[config.mk]
export PLATFORM = sky130hd
export DESIGN_NAME = markup_tag_tokenizer
export DESIGN_NICKNAME = d
export VERILOG_FILES = /design/src/rtl/mtt_pkg.sv /design/src/rtl/markup_tag_tokenizer.sv
export SDC_FILE = /design/constraint.sdc
export NUM_CORES = 1
export LEC_CHECK = 0
export BUFFER_PORTS_ARGS = -buffer_cell sky130_fd_sc_hd__buf_4
export CAP_MARGIN = 5
export CORE_UTILIZATION = 50
export CTS_BUF_LIST = sky130_fd_sc_hd__clkbuf_4 sky130_fd_sc_hd__clkbuf_8
export CTS_CLUSTER_SIZE = 28
export DETAILED_ROUTE_END_ITERATION = 10
export PLACE_DENSITY = 0.71
export REMOVE_ABC_BUFFERS = 1
export SLEW_MARGIN = 20
export SYNTH_ARGS = -nofsm -noshare
export SYNTH_HDL_FRONTEND = slang
export SYNTH_SLANG_ARGS = --single-unit
[constraint.sdc]
create_clock -name aclk -period 4.3 [get_ports aclk]
set_clock_uncertainty 0.15 [all_clocks]
set_input_delay 0.86 -clock aclk [delete_from_list [all_inputs] [get_ports aclk]]
set_output_delay 0.86 -clock aclk [all_outputs]
set_load 0.1 [all_outputs]
[src/rtl/mtt_pkg.sv]
`default_nettype none
// ----------------------------------------------------------------------------
// mtt_pkg : markup tag tokenizer shared definitions
// Phase encoding, token kinds, delimiter bytes and position limits.
// ----------------------------------------------------------------------------
package mtt_pkg;

    localparam int DOC_BYTES = 65536;
    localparam int POS_MAX_INT = (DOC_BYTES - 1 < 65535) ? DOC_BYTES - 1 : 65535;
    localparam logic [15:0] POS_MAX = 16'(POS_MAX_INT);

    localparam int IN_TDATA_W  = 8;
    localparam int OUT_TDATA_W = 40;

    typedef enum logic [9:0] {
        PH_TOP         = 10'b00_0000_0001,
        PH_TAG_FIRST   = 10'b00_0000_0010,
        PH_TAG_NAME    = 10'b00_0000_0100,
        PH_CLOSE       = 10'b00_0000_1000,
        PH_ATTR_NAME   = 10'b00_0001_0000,
        PH_VALUE_OPEN  = 10'b00_0010_0000,
        PH_VALUE       = 10'b00_0100_0000,
        PH_AFTER_VALUE = 10'b00_1000_0000,
        PH_SKIP_TOP    = 10'b01_0000_0000,
        PH_TEXT        = 10'b10_0000_0000
    } phase_t;

    typedef enum logic [2:0] {
        K_OPEN  = 3'd0,
        K_SELF  = 3'd1,
        K_CLOSE = 3'd2,
        K_ATTR  = 3'd3,
        K_VALUE = 3'd4,
        K_TEXT  = 3'd5,
        K_END   = 3'd6,
        K_ERROR = 3'd7
    } token_kind_t;

    localparam logic [7:0] CH_LT    = 8'h3C;
    localparam logic [7:0] CH_GT    = 8'h3E;
    localparam logic [7:0] CH_SLASH = 8'h2F;
    localparam logic [7:0] CH_EQ    = 8'h3D;
    localparam logic [7:0] CH_QUOTE = 8'h22;
    localparam logic [7:0] CH_SPACE = 8'h20;
    localparam logic [7:0] CH_NUL   = 8'h00;
    localparam logic [7:0] CH_LF    = 8'h0A;
    localparam logic [7:0] CH_CR    = 8'h0D;
    localparam logic [7:0] CH_TAB   = 8'h09;

    typedef struct packed {
        logic [15:0] token_length;
        logic [15:0] token_start;
        token_kind_t token_kind;
    } token_t;

    // non-negative distance, zero when the start lies beyond the end
    function automatic logic [15:0] span(input logic [15:0] from, input logic [15:0] upto);
        span = (from > upto) ? 16'd0 : upto - from;
    endfunction

endpackage : mtt_pkg
`default_nettype wire

[src/rtl/markup_tag_tokenizer.sv]
`default_nettype none
// ----------------------------------------------------------------------------
// markup_tag_tokenizer : byte-stream markup tokenizer
// Takes one document byte per request and emits tag, attribute, value,
// text, end and error tokens with start offset and length.
// ----------------------------------------------------------------------------
// A token appears on m_tvalid in the cycle after the byte that ends it.
// Throughput: one byte per cycle; s_tready drops only while a token sits in
// the output register and m_tready is low.
// Reset: synchronous, active low; phase to top level, position and token
// start to zero, output register emptied.
module markup_tag_tokenizer
    import mtt_pkg::*;
(
    input  wire                    aclk,
    input  wire                    aresetn,
    input  wire                    s_tvalid,
    output logic                   s_tready,
    input  wire  [IN_TDATA_W-1:0]  s_tdata,   // [7:0] data_byte
    output logic                   m_tvalid,
    input  wire                    m_tready,
    output logic [OUT_TDATA_W-1:0] m_tdata    // [2:0] token_kind, [18:3] token_start,
                                              // [34:19] token_length, [39:35] zero
);

    phase_t      phase_reg, phase_next;
    logic [15:0] pos_reg, pos_next;
    logic [15:0] tbegin_reg, tbegin_next;
    logic        m_valid_reg;
    token_t      tok_reg;

    logic        accept;
    logic [7:0]  b;
    logic [15:0] len_cur;
    logic [15:0] tb_name;
    logic [15:0] len_name;
    logic [16:0] len_close;
    logic        emit;
    token_t      tok;
    logic        do_top;

    assign b        = s_tdata;
    assign s_tready = !m_valid_reg || m_tready;
    assign accept   = s_tvalid && s_tready;
    assign pos_next = (pos_reg < POS_MAX) ? pos_reg + 16'd1 : pos_reg;
    assign len_cur  = span(tbegin_reg, pos_reg);
    // first name byte restarts the token at the current position
    assign tb_name  = (phase_reg == PH_TAG_FIRST) ? pos_reg : tbegin_reg;
    assign len_name = span(tb_name, pos_reg);
    assign len_close = {1'b0, len_cur} + 17'd1;

    always_comb begin
        phase_next  = phase_reg;
        tbegin_next = tbegin_reg;
        emit        = 1'b0;
        do_top      = 1'b0;
        tok.token_kind   = K_OPEN;
        tok.token_start  = tbegin_reg;
        tok.token_length = len_cur;

        if (b == CH_NUL && phase_reg != PH_TOP) begin
            emit           = 1'b1;
            tok.token_kind = K_ERROR;
            phase_next     = PH_TOP;
        end else begin
            unique case (phase_reg)
                PH_TAG_FIRST, PH_TAG_NAME: begin
                    if (phase_reg == PH_TAG_FIRST && b == CH_SLASH) begin
                        phase_next = PH_CLOSE;
                    end else begin
                        tbegin_next      = tb_name;
                        phase_next       = PH_TAG_NAME;
                        tok.token_start  = tb_name;
                        tok.token_length = len_name;
                        if (b == CH_SPACE) begin
                            emit        = 1'b1;
                            phase_next  = PH_ATTR_NAME;
                            tbegin_next = pos_next;
                        end else if (b == CH_SLASH) begin
                            emit           = 1'b1;
                            tok.token_kind = K_SELF;
                            phase_next     = PH_SKIP_TOP;
                        end else if (b == CH_GT) begin
                            emit       = 1'b1;
                            phase_next = PH_TOP;
                        end
                    end
                end
                PH_CLOSE: begin
                    if (b == CH_GT) begin
                        emit             = 1'b1;
                        tok.token_kind   = K_CLOSE;
                        tok.token_length = len_close[16] ? 16'hFFFF : len_close[15:0];
                        phase_next       = PH_TOP;
                    end
                end
                PH_ATTR_NAME: begin
                    tok.token_kind = K_ATTR;
                    if (b == CH_SPACE) begin
                        emit        = 1'b1;
                        tbegin_next = pos_next;
                    end else if (b == CH_GT) begin
                        emit       = 1'b1;
                        phase_next = PH_TOP;
                    end else if (b == CH_SLASH) begin
                        emit       = 1'b1;
                        phase_next = PH_SKIP_TOP;
                    end else if (b == CH_EQ) begin
                        emit       = 1'b1;
                        phase_next = PH_VALUE_OPEN;
                    end
                end
                PH_VALUE_OPEN: begin
                    // byte after '=' is the opening quote, value starts after it
                    tbegin_next = pos_next;
                    phase_next  = PH_VALUE;
                end
                PH_VALUE: begin
                    if (b == CH_QUOTE) begin
                        emit           = 1'b1;
                        tok.token_kind = K_VALUE;
                        phase_next     = PH_AFTER_VALUE;
                    end
                end
                PH_AFTER_VALUE: begin
                    if (b == CH_SPACE) begin
                        tbegin_next = pos_next;
                        phase_next  = PH_ATTR_NAME;
                    end else if (b == CH_GT) begin
                        phase_next = PH_TOP;
                    end else if (b == CH_SLASH) begin
                        phase_next = PH_SKIP_TOP;
                    end else begin
                        do_top = 1'b1;
                    end
                end
                PH_SKIP_TOP: begin
                    phase_next = PH_TOP;
                end
                PH_TEXT: begin
                    if (b == CH_LT) begin
                        emit           = 1'b1;
                        tok.token_kind = K_TEXT;
                        tbegin_next    = pos_reg;
                        phase_next     = PH_TAG_FIRST;
                    end
                end
                default: begin
                    do_top = 1'b1;
                end
            endcase
        end

        // top level byte: whitespace skip, end of document, or start of token
        if (do_top) begin
            if (b == CH_LF || b == CH_CR || b == CH_TAB) begin
                phase_next = PH_TOP;
            end else if (b == CH_NUL) begin
                emit             = 1'b1;
                tok.token_kind   = K_END;
                tok.token_start  = pos_reg;
                tok.token_length = 16'd1;
                phase_next       = PH_TOP;
            end else begin
                tbegin_next = pos_reg;
                phase_next  = (b == CH_LT) ? PH_TAG_FIRST : PH_TEXT;
            end
        end
    end

    always_ff @(posedge aclk) begin
        if (!aresetn) begin
            phase_reg   <= PH_TOP;
            pos_reg     <= 16'd0;
            tbegin_reg  <= 16'd0;
            m_valid_reg <= 1'b0;
        end else begin
            if (accept && emit) begin
                m_valid_reg <= 1'b1;
            end else if (m_tready) begin
                m_valid_reg <= 1'b0;
            end
            if (accept) begin
                phase_reg  <= phase_next;
                pos_reg    <= pos_next;
                tbegin_reg <= tbegin_next;
            end
        end
    end

    always_ff @(posedge aclk) begin
        if (accept && emit) begin
            tok_reg <= tok;
        end
    end

    assign m_tvalid = m_valid_reg;
    assign m_tdata  = {5'd0, tok_reg};

endmodule : markup_tag_tokenizer
`default_nettype wire
==> metrics.txt, run 1 <==
pre-CTS setup slack 0.1548 ns; Layout fillers 1490; Worst Hold Path Cells 2; area of the multi-input gates 5549 sq um; core box area 15260 sq um; fraction of the mapped netlist area in adder cells 5.008%; Synth Area in XOR/XNOR 4.354%; worst reg2reg endpoint m_tdata[29]$_DFFE_PP_; crit end category flip-flop; Synth area leader edfxtp_1; initial antenna violation count 0; Die Width between 100 and 150 um; slew at the pin closest to its max-slew limit between 0.9 and 1 ns; Hold Buf Count CTS 0; largest family of logic cells by synthesized area compound AO/OA/AOI/OAI gates; WL final 28810 um; Area contributors post-synth edfxtp_1 (13%), dfxtp_1 (11%), a21oi_1 (5.8%); Metal-1 WL around 12000 um; number of global-route vias before repair 7962; Post-DRT Antenna Nets 0; design area ~9000 sq um; Worst R2R Path Depth 14; Vias approximately 8900; crit path DAT 4.15 ns; Initial Util 51.41%; Die Y-Extent 127.3 um; Peak VDD IR about 0.16 mV; GR Util All Layers 35.69%; Synth Area per Inst 7.359 sq um; top layer in use met4; Worst-path clk slew ~0.09 ns; overflow left after global routing 0; crit share post-route 94.09%; ys flop type dfxtp_1; # port buffers 48; num ports 54; Critical Path Source pos_reg[0]$_SDFFE_PN0P_; post-synth top area share 13.40%; critical path's most frequent cell ha_1; metal3 WL between 3000 and 4000 um; CTS tree done; post-DP HPWL 22340 um; worst setup path category reg -> reg; Yosys cell types 85; max reg flops 35; Synth Area in Compound Gates ~30%; vias per cell 6.595; min Tclk post-route 4.046 ns; Final Hold Viols 0; Row Count 45; crit-path cells inv_1 -> ha_1 -> fa_1 -> nand2b_2 -> a211oi_4 -> o21ai_1 -> and2_1 -> nor2_1 -> ha_1 -> nand2_1 -> nor3_1 -> nand3_1 -> a21o_1 -> a31oi_1; Seq. cell area 1913 sq um; Yosys warning total 0; H-Tree Depth 3; CP peak stage delay 0.43 ns; Layout Nets approximately 1200; Critical Path RT 4.40 ns; P_leak 3.456 nW; Worst Path Max Fanout 7; Simple-Gate Fraction of Synth Area 27.69%; CTS Root Cell clkbuf_8; CTS buffer count 9; ratio of total power to cell area between 200 and 250 nW/um^2; final worst slack ~0.25 ns; # setup viols final 0; Pwr Total a little over 0.002 W; number of synthesized flops with an enable pin 35; number of synthesized register bits 78; global-route wire length before repair 44350 um; routed wl met2 12680 um; worst skew pair latency a little under 0.4 ns; Hold Path Class reg -> reg; HP Start tbegin_reg[0]$_SDFFE_PN0P_; RR Startpoint pos_reg[0]$_SDFFE_PN0P_; status finished clean; commonest non-fill, non-tap cell in the layout buf_4; largest net degree at the start of global routing 36; Netlist Area Pre-Place 7845 sq um; # resized after CTS 0; share of async-settable or async-resettable flops after synthesis 0%; FF-to-FF setup slack between 0.2 and 0.3 ns; Hold Path End tbegin_reg[0]$_SDFFE_PN0P_; post-synthesis mux area share under 10%; MaxCap Viol Count 0; f_max 247.2 MHz; # Post-CTS Setup Buffers 0; slowest cell on the critical path fa_1; Worst setup SP type flip-flop; setup_tns 0 ns; Avg WL per Cell 21.43 um; sequential cell area fraction in the yosys report about a quarter; Max Transition Viols Final 0; Die ar. ~16000 sq um; placed inst area 8751 sq um; Hold WS between 0.3 and 0.4 ns; DR pass1 iterations 6; DRC viols 0; clock sink total 78; CTS max path bufs 2; Placer Congestion around 1.0; synth-to-layout area growth 14.88%; Post-Synthesis Cells 1066; layout cell share with drive strength beyond 1 15.53%; leading cell types in the layout, fill and taps excluded buf_4 (119), nand2_1 (110), a21oi_1 (90); Worst slew margin between 30 and 40%; Initial DRC Count 890; ant diodes 0
==> cell type report <==
| class | instances | share of cell area (%) |
|---|---|---|
| Tap cell | 211 | 2.929 |
| Timing Repair Buffer | 120 | 10.13 |
| Inverter | 35 | 1.458 |
| Sequential cell | 78 | 21.23 |
| Clock buffer | 10 | 1.458 |
| Clock inverter | 6 | 1.222 |
| Multi-Input combinational cell | 884 | 61.57 |
==> critical path, delay by kind of cell (launching register included) <==
family | cells | cell delay, ns
buffers and inverters | 1 | 0.09
AND/OR/NAND/NOR | 6 | 1.47
flip-flops | 1 | 0.40
adder cells (fa/ha/maj) | 3 | 0.91
AO/OA/AOI/OAI | 4 | 0.88
==> per-stage QoR <==
stage               util, %  cells
floorplan                 -    997
global placement      57.35   1328
detailed placement    57.35   1328
CTS                   58.93   1344
global route          59.07   1344
finish                59.07   1344
==> power by group <==
group / internal [W] / switching [W]
Combinational: 0.000202 / 0.000342
Sequential: 0.000783 / 0.0000123
Clock: 0.000391 / 0.000304
Total: 0.00138 / 0.000658
==> synth_stat cells, types with 9 or more instances <==
library cell	n
nand4_1	16
o211ai_1	17
nor3_1	38
ha_1	29
nor2_1	76
inv_1	35
a31oi_1	23
nand3_1	41
or3_1	26
nand2_1	110
a22oi_1	13
edfxtp_1	35
and2_1	22
a21oi_1	91
a211oi_1	13
mux2_2	11
nand2b_1	16
nor2b_1	19
xnor2_1	25
xor2_1	14
o22ai_1	9
nor4_1	10
clkbuf_1	62
dfxtp_1	43
mux2i_1	14
and3_1	13
a21boi_0	9
a21o_1	11
o21ai_0	88
==> kinds of logic (layout without fill, tap and decap cells) <==
family / Yosys count / after routing
adder cells (fa/ha/maj): 31 / 31
multiplexers: 25 / 25
XOR/XNOR: 39 / 39
AO/OA/AOI/OAI: 361 / 361
AND/OR/NAND/NOR: 423 / 423
flip-flops: 78 / 78
other: 1 / 5
buffers and inverters: 108 / 171
==> worst max-delay path by stage <==
stage / endpoint / depth (start not counted) / slack [ns]
2_1_floorplan: m_tdata[0]$_DFFE_PP_ / 3 / -0.20
3_3_place_gp: m_tdata[30]$_DFFE_PP_ / 12 / 0.24
3_5_place_dp: m_tdata[30]$_DFFE_PP_ / 12 / 0.15
4_1_cts: m_tdata[30]$_DFFE_PP_ / 11 / 0.14
5_1_grt: m_tdata[27]$_DFFE_PP_ / 14 / -0.008
6_report: m_tdata[29]$_DFFE_PP_ / 14 / 0.25
==> metal layers <==
metal	vias to the layer above	global-route usage, %
met4	0	14.57
met1	4100	48.11
met2	570	55.35
li1	4110	-
met3	84	7.621
met5	-	0
(Power assumes the default switching activity.)
==> inputs of run 2 (changes only) <==
--- a/config.mk
+++ b/config.mk
@@ -5,13 +5,15 @@
 export SDC_FILE = /design/constraint.sdc
 export NUM_CORES = 1
 export LEC_CHECK = 0
+export ABC_AREA = 1
 export BUFFER_PORTS_ARGS = -buffer_cell sky130_fd_sc_hd__buf_4
 export CAP_MARGIN = 5
 export CORE_UTILIZATION = 50
 export CTS_BUF_LIST = sky130_fd_sc_hd__clkbuf_4 sky130_fd_sc_hd__clkbuf_8
 export CTS_CLUSTER_SIZE = 28
 export DETAILED_ROUTE_END_ITERATION = 10
-export PLACE_DENSITY = 0.71
+export GPL_TIMING_DRIVEN = 0
+export PLACE_DENSITY = 0.7
 export REMOVE_ABC_BUFFERS = 1
 export SLEW_MARGIN = 20
 export SYNTH_ARGS = -nofsm -noshare
==> metrics.txt, run 2 <==
Synth top cells by count nand2_1 (383), inv_1 (181), a21oi_1 (120) (was nand2_1 (110), a21oi_1 (91), o21ai_0 (88)); number of synthesized register bits 78 (unchanged); most numerous cell in the Yosys netlist nand2_1 (unchanged); Avg WL per Cell 17.13 um (was 21.43 um); max reg flops 35 (unchanged); Die Y-Extent 129.6 um (was 127.3 um); # port buffers 48 (unchanged); Netlist Area Pre-Place 8142 sq um (was 7845 sq um); global-route wire length before repair 42840 um (was 44350 um); routed wl met2 12520 um (was 12680 um); Worst setup SP type flip-flop (unchanged); Pwr Total 0.002444 W (was 0.002034 W); Yosys cell types 52 (was 85); Max Transition Viols Final 0 (unchanged); top layer in use met4 (unchanged); placed cells 1596 (was 1328); Initial DRC Count 976 (was 890); Worst Path Max Fanout 8 (was 7); worst setup path category reg -> reg (unchanged); Row Count 46 (was 45); crit share post-route 95.49% (was 94.09%); largest net degree at the start of global routing 40 (was 36); clock sink total 78 (unchanged); ys flop type dfxtp_1 (unchanged); vias per cell 5.711 (was 6.595); Metal-1 WL 11800 um (was 11870 um); Critical Path RT 4.37 ns (was 4.40 ns); leading cell types in the layout, fill and taps excluded nand2_1 (380), inv_1 (178), a21oi_1 (120) (was buf_4 (119), nand2_1 (110), a21oi_1 (90)); num ports 54 (unchanged); CTS Root Cell clkbuf_8 (unchanged); Vias 9263 (was 8864); ant diodes 0 (unchanged); unrepaired setup endpoints after global routing false; Peak VDD IR 0.1646 mV (was 0.1575 mV); DR pass1 iterations 6 (unchanged); crit path DAT 4.17 ns (was 4.15 ns); min Tclk post-route 4.106 ns (was 4.046 ns); Die ar. 16800 sq um (was 16200 sq um); Area contributors post-synth nand2_1 (18%), edfxtp_1 (13%), dfxtp_1 (11%) (was edfxtp_1 (13%), dfxtp_1 (11%), a21oi_1 (5.8%)); sequential cell area fraction in the yosys report 23.48% (was 24.37%); commonest non-fill, non-tap cell in the layout nand2_1 (was buf_4); post-DP HPWL 20230 um (was 22340 um); Yosys warning total 0 (unchanged); status finished clean (unchanged); core box area 15890 sq um (was 15260 sq um); worst skew pair latency 0.40 ns (was 0.39 ns); CTS tree done (unchanged); DRC viols 0 (unchanged); overflow left after global routing 0 (unchanged); Initial Util 51.25% (was 51.41%); f_max 243.5 MHz (was 247.2 MHz); Hold Buf Count CTS 0 (unchanged); P_leak 4.298 nW (was 3.456 nW); metal3 WL 2476 um (was 3277 um); crit end category flip-flop (unchanged); slew at the pin closest to its max-slew limit 0.9099 ns (was 0.9783 ns); Worst-path clk slew 0.09 ns (about the same); synth-to-layout area growth 9.559% (was 14.88%); initial antenna violation count 0 (unchanged); CTS buffer count 9 (unchanged); Worst slew margin 39.34% (was 34.09%); Synth area leader nand2_1 (was edfxtp_1); post-synth top area share 17.66% (was 13.40%); # setup viols final 0 (unchanged); MaxCap Viol Count 0 (unchanged); ratio of total power to cell area 274.0 nW/um^2 (was 225.7 nW/um^2); GR Util All Layers 33.17% (was 35.69%); Die Width 129.6 um (was 127.3 um); number of synthesized flops with an enable pin 35 (unchanged); Post-Synthesis Cells 1371 (was 1066); Post-DRT Antenna Nets 0 (unchanged); Hold Path Class reg -> reg (unchanged); number of global-route vias before repair 8056 (was 7962); share of async-settable or async-resettable flops after synthesis 0% (unchanged); Layout Nets 1443 (was 1170); Final Hold Viols 0 (unchanged); H-Tree Depth 3 (unchanged); layout cell share with drive strength beyond 1 10.24% (was 15.53%); CTS max path bufs 2 (unchanged); WL final 27780 um (was 28810 um); Placer Congestion 0.9477 (was 1.037); Synth Area per Inst 5.938 sq um (was 7.359 sq um); Finished Layout Cells 1622 (was 1344)
-- run 2: cell count changes after synthesis, sizes merged, moves of 17 or more --
cell,delta
o21ai,+32
nor2,+48
or3,-26
nand2,+285
nand2b,-17
a31oi,-21
clkbuf,-38
inv,+169
a21oi,+30
nor2b,-19
and2,-21
nand3,+80
-- run 2: routing by layer --
layer  vias to the layer above  GRT usage, %
met5                         -             0
met4                         0         11.90
met3                        69         4.707
met2                       484         52.56
met1                      4177         45.80
li1                       4533             -
-- run 2: kinds of logic (layout without fill, tap and decap cells) --
logic type | count (synthesis) | count (layout) | synth area share [%]
flip-flops | 78 | 78 | 23.48
XOR/XNOR | 25 | 25 | 2.689
other | 1 | 5 | 0.04606
AND/OR/NAND/NOR | 702 | 704 | 38.07
adder cells (fa/ha/maj) | 30 | 30 | 4.703
AO/OA/AOI/OAI | 281 | 281 | 18.58
buffers and inverters | 254 | 283 | 12.43
-- run 2: area by class of cell --
cell class,count,area [sq um]
repair buffers,57,460.4
inverters,210,788.3
clock buffers,10,137.6
clock inverters,6,60.06
well taps,216,270.3
flip-flops and latches,78,1913
multi-input cells,1045,5290
fillers,1690,6965
-- run 2: worst max-delay path: stages (launching register included) --
cell     delay, ns
dfxtp_1       0.43
inv_2         0.13
ha_1          0.24
fa_1          0.41
inv_1         0.16
nand2_1       0.07
nand2_1       0.06
nand3_1       0.09
nand2_1       0.13
nand2_2       0.18
nand2_8       0.16
nand2_1       0.15
inv_2         0.15
ha_1          0.17
nand4_2       0.14
nor2_4        0.17
nand2_2       0.10
nor2_4        0.16
nand2_2       0.13
nand2_1       0.09
nand2_1       0.05
o21ai_0       0.09
nand2_1       0.07
a21oi_1       0.24
-- run 2: stage by stage --
stage	setup TNS (ns)	instance area (sq um)	hold WS, ns	worst slack (ns)	util, %
after floorplan	-8.201	7933	0.3183	-0.2328	-
after global placement	-31.03	8563	0.3309	-0.6231	53.91
after detailed placement	-8.038	8593	0.3319	-0.4865	54.10
after CTS	0	8812	0.3454	0.07589	55.47
after global routing	0	8920	0.3932	0.05355	56.15
final	0	8920	0.3476	0.1941	56.15
-- run 2: power breakdown --
group | switching (W) | internal, W | leakage, nW
registers | 0.0000392 | 0.000805 | 0.682
logic | 0.000679 | 0.000302 | 3.51
clock network | 0.000335 | 0.000283 | 0.106
-- run 2: final timing paths --
path	start	end	slack [ns]	depth (start not counted)
setup reg to reg	pos_reg[0]$_SDFFE_PN0P_	m_tdata[29]$_DFFE_PP_	0.19	23
hold / removal	phase_reg[6]$_SDFFE_PN0P_	phase_reg[6]$_SDFFE_PN0P_	0.35	2
setup / recovery	pos_reg[0]$_SDFFE_PN0P_	m_tdata[29]$_DFFE_PP_	0.19	23
hold reg to reg	phase_reg[6]$_SDFFE_PN0P_	phase_reg[6]$_SDFFE_PN0P_	0.35	2
-- run 2: timing repair --
action,CTS,global route
pin swaps,0,2
cloned,0,2
resized for setup,4,6
setup buffers,0,8
setup endpoints to repair,37,35
endpoints found under the hold margin,0,0
